<file path="src/rtl/core/isingm_pkg.sv">
package isingm_pkg;

  // lattice geometry
  localparam int SIDE   = 64;
  localparam int ADDR_W = (SIDE > 1) ? $clog2(SIDE) : 1;

  // fixed field widths
  localparam int FUNC_W  = 2;
  localparam int ROW_W   = 6;
  localparam int COL_W   = 6;
  localparam int J_W     = 6;
  localparam int FRAC_W  = 32;
  localparam int DE_W    = 9;
  localparam int CFG_I_W = 2;
  localparam int CFG_D_W = 32;

  // coupling clamp limits
  localparam logic signed [J_W-1:0] J_MAX = 6'sd16;
  localparam logic signed [J_W-1:0] J_MIN = -6'sd16;
  localparam logic signed [J_W-1:0] J_RESET = 6'sd1;

  typedef logic [SIDE-1:0]   row_word_t;
  typedef logic [ADDR_W-1:0] addr_t;

  // operation codes, code 3 behaves as a read
  typedef enum logic [FUNC_W-1:0] {
    FUNC_WRITE = 2'd0,
    FUNC_READ  = 2'd1,
    FUNC_FLIP  = 2'd2
  } func_t;

  // configuration register indexes
  typedef enum logic [CFG_I_W-1:0] {
    CFG_COUPLING     = 2'd0,
    CFG_THRESH_FOUR  = 2'd1,
    CFG_THRESH_EIGHT = 2'd2
  } cfg_idx_t;

  typedef struct packed {
    logic signed [J_W-1:0] coupling;
    logic [FRAC_W-1:0]     thresh_four;
    logic [FRAC_W-1:0]     thresh_eight;
  } cfg_regs_t;

  // site spin and its four wrap-around neighbors
  typedef struct packed {
    logic center;
    logic up;
    logic dn;
    logic lf;
    logic rt;
  } nbr_t;

  typedef struct packed {
    logic                   accept;
    logic signed [DE_W-1:0] de;
  } eval_t;

endpackage

</file>
<file path="src/rtl/core/isingm_row_ram.sv">
module isingm_row_ram (
  input  logic                  clk,
  input  logic                  we,
  input  isingm_pkg::addr_t     waddr,
  input  isingm_pkg::row_word_t wdata,
  input  logic                  re,
  input  isingm_pkg::addr_t     raddr,
  output isingm_pkg::row_word_t rdata
);

  // one lattice row per word
  isingm_pkg::row_word_t mem [isingm_pkg::SIDE];
  isingm_pkg::row_word_t rdata_r;

  always_ff @(posedge clk) begin
    if (we) begin
      mem[waddr] <= wdata;
    end
  end

  // registered read port, holds between reads
  always_ff @(posedge clk) begin
    if (re) begin
      rdata_r <= mem[raddr];
    end
  end

  assign rdata = rdata_r;

endmodule

</file>
<file path="config.mk">
export PLATFORM = sky130hd
export DESIGN_NAME = isingm_row_ram
export DESIGN_NICKNAME = d
export VERILOG_FILES = /design/src/rtl/core/isingm_pkg.sv /design/src/rtl/core/isingm_row_ram.sv
export SDC_FILE = /design/constraint.sdc
export NUM_CORES = 2
export LEC_CHECK = 0
export BUFFER_PORTS_ARGS = -buffer_cell sky130_fd_sc_hd__buf_2
export CAP_MARGIN = 40
export CELL_PAD_IN_SITES_DETAIL_PLACEMENT = 1
export CELL_PAD_IN_SITES_GLOBAL_PLACEMENT = 1
export CORE_AREA = 5 5 578 580
export CTS_BUF_LIST = sky130_fd_sc_hd__clkbuf_8
export DETAILED_ROUTE_END_ITERATION = 8
export DIE_AREA = 0 0 583 585
export PLACE_DENSITY_LB_ADDON = 0.08
export SLEW_MARGIN = 30
export SYNTH_ARGS = -nofsm -noshare
export SYNTH_HDL_FRONTEND = slang
export SYNTH_SLANG_ARGS = --single-unit
</file>
<file path="constraint.sdc">
create_clock -name clk -period 10.2 [get_ports clk]
set_input_delay 0.51 -clock clk [delete_from_list [all_inputs] [get_ports clk]]
set_output_delay 0.51 -clock clk [all_outputs]
set_load 0.05 [all_outputs]
</file>
==> flow_summary.ini <==
[sta]
slew-limit-headroom_pct = 34.58
fin_crit_sh_pct = 35.11
slew_viol_final = 0
rsz0062_at_grt = false
finClkSkew_ps = 48.06
setup_violations = 0
whs_ps = 141.7
timing.fmax_ghz = 0.2792
tightest_slew_ps = 981.3
period_minus_slack_ps = 3582
tns_ps = 0
hold_violations = 0

[clock_tree]
numClockSinks = 4160
postCtsSetupBuffers = 0
cts-root-buf = clkbuf_8
clk_path_buf_depth = 4
ctsResizeCount = 0
clk_pin_slew_ps = 60
htreeDepth = 6
cts_tree = yes
cts-buffers-inserted = 683
postCtsHoldBufs = 72
worst_skew_pair.late_latency_ps = 1230

[logic_synthesis]
synth_top_area_cell = edfxtp_1
synthTopCellsByArea = edfxtp_1, mux4_2, mux2i_1
syn_nets = 6677
avgSynthCellArea_um2 = 23.79
ys_types = 32
ys_warn_count = 0
synth_seq_area_share_pct = 79.57
synthCells = 6598
netlist_area_mm2 = 0.1570
ys_seq_elements = 4160
synth_top_area_share_pct = 79.57

[floorplan]
core_area_mm2 = 0.3287
start_util_pct = 47.76
io_pins = 143
row_count = 211
die_w_um = 583
die-area_mm2 = 0.3411
die_h_um = 585

[grt]
grt_overflow = 0
grt_max_degree = 120
grt_use_total_pct = 27.51
grt_pass1_wl_um = 655500
grt_pass1_vias = 81905
antenna_found_initial = 31

[placed_design]
gp_congestion = 0.7615
io_buffer_count = 142
dp_hpwl_um = 256600

[power]
p_leak_uw = 0.05665
vdd_ir_drop_max_mv = 0.1328
p_per_area_mw_per_mm2 = 189.4

[critical_path]
crit_fanout = 35
required_ps = 11110
crit_type = input pin to register
cp-end-kind = register
cp.arrival_ps = 4500
start_kind = input pin

[routing]
drt-wirelength-per-cell_um = 38.19
firstDrtPassIters = 5
drc = 0
vias = 78041
drt-initial-drc-count = 8764
ant_nets = 0
vias_per_cell = 6.326
drt-total-wl_um = 471200

[cells_and_area]
final_common_cell = edfxtp_1
fillers = 27757
seq_area_mm2 = 0.1249
drive_gt1_share_pct = 29.93
area_delta_synth_final_pct = 13.82
layout_common_cells = edfxtp_1, mux4_2, clkbuf_8, inv_1, buf_4
nets = 7523
multi_input_area_mm2 = 0.03078

[status]
outcome = finished clean

[run]
maxCapViolations = 0

[min_path]
worstHoldPathType = input pin to register
[state kept, by name, summed over array words and instances (netlist names)]
signal,count
mem,4096
rdata,64
[cell usage after synthesis (all sizes together)]
cell	number
o22ai	83
nor3	2
or3	29
nor2	112
or2	28
a31o	1
o221ai	38
nor2b	28
nand2	58
nand3	45
nand4b	1
nand3b	2
a22oi	168
mux2i	135
a211oi	63
mux4	1024
nand2b	11
a22o	88
and2	3
and3	64
clkbuf	140
or3b	1
inv	19
nand4	2
edfxtp	4160
a41oi	26
a31oi	18
a2bb2oi	19
buf	230
[final cells by class]
type,count,share of cell area [%]
well taps,4366,3.057
clock buffers,695,5.353
repair buffers,531,3.117
clock inverters,509,1.286
multi-input cells,2049,17.23
inverters,19,0.03991
flip-flops and latches,4160,69.91
diodes,8,0.01120
[worst paths after layout]
check,startpoint,to,slack [ps],cells after the start
worst max-delay path,raddr[3],rdata[36],6620,7
worst max register to register,mem[46][33],rdata[33],8000,5
worst min-delay path,waddr[0],mem[5][18],140,4
worst min register to register,mem[36][0],rdata[0],920,4
[power by group]
part,internal [uW],leakage [uW],switching (uW)
Combinational,650,0.0123,1160
Clock,6390,0.00687,6610
Sequential,19000,0.0375,60.5
Total,26000,0.0566,7820
[stage by stage]
step                setup WS [ps]  total power [uW]  util (%)  instances  area [um^2]
floorplan                    4254             20330         -       6598       157000
global placement             5487             21080     49.84      10959       163800
detailed placement           5454             21170     50.47      11045       165900
CTS                          6761             34170     54.30      12321       178500
global route                 6702             35090     54.36      12333       178700
finish                       6618             33840     54.36      12337       178700
[cells by family (layout without fill, tap and decap cells)]
kind of cell	count (synthesis)	after routing	synth area share, %
flip-flops	4160	4160	79.57
multiplexers	1159	1159	15.55
AO/OA/AOI/OAI	504	504	2.467
buffers and inverters	389	1754	1.176
AND/OR/NAND/NOR	386	386	1.235
other	0	8	0
[worst max-delay path: stages]
cell and delay [ps]:
buf_2 640, nor2b_4 820, buf_4 610, buf_4 730
a22oi_1 240, and3_1 230, a211oi_1 500
[layer usage]
metal | up-vias | track usage (%) | wire length (um)
li1 | 30395 | - | -
met1 | 43441 | 39.64 | 196700
met2 | 3449 | 43.33 | 224700
met3 | 744 | 4.876 | 33680
met4 | 12 | 8.816 | 15860
met5 | - | 0.3502 | 234
(Power assumes the default switching activity.)
