==> src/rtl/core/isingm_pkg.sv <==
package isingm_pkg;

  // lattice geometry
  localparam int SIDE   = 64;
  localparam int ADDR_W = (SIDE > 1) ? $clog2(SIDE) : 1;

  // fixed field widths
  localparam int FUNC_W  = 2;
  localparam int ROW_W   = 6;
  localparam int COL_W   = 6;
  localparam int J_W     = 6;
  localparam int FRAC_W  = 32;
  localparam int DE_W    = 9;
  localparam int CFG_I_W = 2;
  localparam int CFG_D_W = 32;

  // coupling clamp limits
  localparam logic signed [J_W-1:0] J_MAX = 6'sd16;
  localparam logic signed [J_W-1:0] J_MIN = -6'sd16;
  localparam logic signed [J_W-1:0] J_RESET = 6'sd1;

  typedef logic [SIDE-1:0]   row_word_t;
  typedef logic [ADDR_W-1:0] addr_t;

  // operation codes, code 3 behaves as a read
  typedef enum logic [FUNC_W-1:0] {
    FUNC_WRITE = 2'd0,
    FUNC_READ  = 2'd1,
    FUNC_FLIP  = 2'd2
  } func_t;

  // configuration register indexes
  typedef enum logic [CFG_I_W-1:0] {
    CFG_COUPLING     = 2'd0,
    CFG_THRESH_FOUR  = 2'd1,
    CFG_THRESH_EIGHT = 2'd2
  } cfg_idx_t;

  typedef struct packed {
    logic signed [J_W-1:0] coupling;
    logic [FRAC_W-1:0]     thresh_four;
    logic [FRAC_W-1:0]     thresh_eight;
  } cfg_regs_t;

  // site spin and its four wrap-around neighbors
  typedef struct packed {
    logic center;
    logic up;
    logic dn;
    logic lf;
    logic rt;
  } nbr_t;

  typedef struct packed {
    logic                   accept;
    logic signed [DE_W-1:0] de;
  } eval_t;

endpackage

==> src/rtl/core/isingm_flip_eval.sv <==
module isingm_flip_eval (
  input  isingm_pkg::nbr_t                   nbr,
  input  isingm_pkg::cfg_regs_t              cfg,
  input  logic [isingm_pkg::FRAC_W-1:0]      rnd,
  output isingm_pkg::eval_t                  ev
);

  logic [2:0]                          ones;
  logic signed [5:0]                   four_n;
  logic signed [5:0]                   raw;
  logic signed [isingm_pkg::J_W-1:0]   j_clamped;
  logic signed [11:0]                  prod;
  logic                                mag_four;
  logic                                below_thr;

  // neighbor count and raw change 2*s*sum, sum = 2*ones - 4
  always_comb begin
    ones   = 3'(nbr.up) + 3'(nbr.dn) + 3'(nbr.lf) + 3'(nbr.rt);
    four_n = $signed({1'b0, ones, 2'b00});
    raw    = nbr.center ? (four_n - 6'sd8) : (6'sd8 - four_n);
  end

  // clamp coupling and scale
  always_comb begin
    if (cfg.coupling > isingm_pkg::J_MAX) begin
      j_clamped = isingm_pkg::J_MAX;
    end else if (cfg.coupling < isingm_pkg::J_MIN) begin
      j_clamped = isingm_pkg::J_MIN;
    end else begin
      j_clamped = cfg.coupling;
    end
    prod = j_clamped * raw;
  end

  // acceptance test against the threshold of the energy level
  always_comb begin
    mag_four  = (ones == 3'd1) || (ones == 3'd3);
    below_thr = mag_four ? (rnd < cfg.thresh_four) : (rnd < cfg.thresh_eight);
    ev.accept = (prod <= 12'sd0) || below_thr;
    ev.de     = isingm_pkg::DE_W'(prod);
  end

endmodule

==> config.mk <==
export PLATFORM = sky130hd
export DESIGN_NAME = isingm_flip_eval
export DESIGN_NICKNAME = d
export VERILOG_FILES = /design/src/rtl/core/isingm_pkg.sv /design/src/rtl/core/isingm_flip_eval.sv
export SDC_FILE = /design/constraint.sdc
export NUM_CORES = 1
export LEC_CHECK = 0
export BUFFER_PORTS_ARGS = -buffer_cell sky130_fd_sc_hd__buf_4
export CAP_MARGIN = 20
export CELL_PAD_IN_SITES_DETAIL_PLACEMENT = 1
export CELL_PAD_IN_SITES_GLOBAL_PLACEMENT = 1
export CORE_MARGIN = 4
export CORE_UTILIZATION = 38
export DETAILED_ROUTE_END_ITERATION = 8
export MAX_ROUTING_LAYER = met4
export PLACE_DENSITY = 0.94
export RECOVER_POWER = 25
export REMOVE_ABC_BUFFERS = 1
export SYNTH_ARGS = -nofsm -noshare
export SYNTH_HDL_FRONTEND = slang
export SYNTH_SLANG_ARGS = --single-unit
export TNS_END_PERCENT = 100
==> constraint.sdc <==
create_clock -name vclk -period 11.2
set_clock_uncertainty 0.15 [all_clocks]
set_input_delay 1.68 -clock vclk [all_inputs]
set_output_delay 1.68 -clock vclk [all_outputs]
set_load 0.01 [all_outputs]
==> flow_summary.ini <==
[run]
cap_violations = 0

[logic_synthesis]
seq_area_frac_synth = 0
yosysTopAreaCellShare = 0.419
netlist_area_um2 = 2630
netlist_instances = 342
yosysTopAreaCell = ha_1
syn_area_per_cell_um2 = 7.68
ys_warn_count = 0
synth_cell_types = 39
synth.area.top_cells = ha_1 42%, inv_1 13%, fa_1 11%

[sta]
rsz0062_at_grt = no
setup_slack_ns = 1.98
max_freq_mhz = 108
slew_headroom = 0.397
slew_violations = 0
hold_violations = 0
finalSetupViolCount = 0
tns_ns = 0
worst_pin_slew_ns = 0.897
fin_crit_ns = 9.22
period_share = 0.823

[global_routing]
grt_max_degree = 13
grt_pass1_vias = 3070
overflow = 0
antenna_found_initial = 0
grt_usage = 0.193
grt_pass1_wl_mm = 13.2

[pwr]
vdd_ir_drop_max_v = 0.000175
p_leak_nw = 2.21
power_density_nw_per_um2 = 91.9

[detailed_routing]
wl_per_cell_um = 15.2
drt_wl_total_mm = 8.09
drc = 0
via_per_inst = 5.17
firstDrtPassIters = 4
vias = 2763
drtIter0Drc = 23
final_antenna_net_count = 0

[setup_path]
cp_top_family = adder cells
cp.arrival_ns = 7.39
critPathMaxFanout = 9
startpoint_type = input port
cp_slowest_stage_delay_ns = 0.57
crit_chain = buf_4, inv_1, fa_1, inv_1, ha_1, fa_1, mux2_1, inv_1, a21oi_1, fa_1, inv_1, fa_1, inv_1, ha_1, ha_1, ha_1, fa_1, xor2_1, nor3_1, nand4_1, o31ai_1, a211o_1, buf_4
cp_num_buf_inv = 7
cpMaxStageDelayCell = fa_1
worstPathRequired_ns = 9.37
critPathKind = input port to output pin
critPathCaptureType = output pin

[layout]
area_delta_synth_final_pct = 35.8
ff_latch_area_um2 = 0
drive_gt1_frac = 0.256
design_area_um2 = 3570
diodes = 0
fill_cells = 862
num-nets-final = 666
n_clock_buffer = 0
numSequentialCells = 0

[floorplan]
io_pins = 117
initial_core_util = 0.389
die_area_um2 = 8310
die_y_um = 91.1
rows = 30
core_area_um2 = 6760
die_w_um = 91.1

[place]
io_buffers = 115
dpl.hpwl_mm = 7.63
gp_congestion = 0.828
dpl_cell_area_um2 = 3570
dp_slack_ns = 1.95

[worst_hold_path]
min_from = cfg[64]
worstHoldEndpoint = ev[2]
hold_depth = 3
hold_path.class = input port to output pin

[clocking]
postCtsSetupBuffers = 0
cts_hold_buf = 0
cts_resized = 0

[outcome]
status = finished clean
[power by group]
part	leakage [nW]	switching, mW	internal, mW
combinational	2.21	0.171	0.157
sequential	0	0	0
clock	0	0	0
total	2.21	0.171	0.157
[area by class of cell]
type                       instances  area [µm²]  area share
multi-input combinational        248        2260       0.635
timing repair buffer             115         860       0.241
inverter                          91         342      0.0958
tap                               80         100      0.0281
[through the flow]
step           instances  total power, mW  hold slack [ns]   util
6_report             534            0.328             3.64  0.528
4_1_cts              534            0.334             3.65  0.528
3_3_place_gp         534            0.313             3.64  0.528
2_1_floorplan        339            0.209             3.37      -
3_5_place_dp         534            0.331             3.65  0.528
5_1_grt              534            0.373             3.65  0.528
[kinds of logic after synthesis]
family                     share of synthesized area
AOI/OAI and AO/OA                              0.157
buffers and inverters                          0.139
and+or+nand+nor                                0.126
other                                        0.00143
muxes                                         0.0162
adders and majority gates                      0.534
xor gates and xnor gates                      0.0267
[synth_stat cells (all sizes together) (2+ instances only)]
library cell  number
buf                3
a21oi             25
xnor2              6
nand2b             2
mux2               2
nor4               2
o21ai             11
nor2              13
ha                88
nor3               5
nand3              7
a211oi             3
nand4             12
o21a               2
nand2             17
fa                15
nor2b              2
a21o              11
a31oi              2
inv               91
and3               5
mux2i              2
xor2               2
o2111ai            2
[worst max path at each step]
stage	from	slack, ns	cells past startpoint	end
final	nbr[0]	1.98	23	ev[9]
after global routing	nbr[0]	1.68	23	ev[9]
after CTS	nbr[0]	1.95	23	ev[9]
after detailed placement	nbr[0]	1.95	23	ev[9]
after global placement	nbr[0]	2.17	23	ev[9]
after floorplan	nbr[0]	2.63	21	ev[9]
[layout by cell type, fill, tap and decap left out, types with 6 or more instances in the layout]
cell	count
buf_4	114
inv_1	91
ha_1	88
a21oi_1	25
nand2_1	17
fa_1	15
nor2_1	13
nand4_1	12
o21ai_0	11
a21o_1	11
nand3_1	7
xnor2_1	6
[per-layer routing]
layer	global-route usage	vias up	part of all wire	wire length, µm
met2	0.388	77	0.55	4440
met5	-	-	0	0
met4	0.0201	0	0.012	99
met1	0.207	1299	0.39	3160
met3	0.0199	10	0.050	401
li1	-	1377	-	-
No activity file was read; power rests on OpenSTA's default activity.
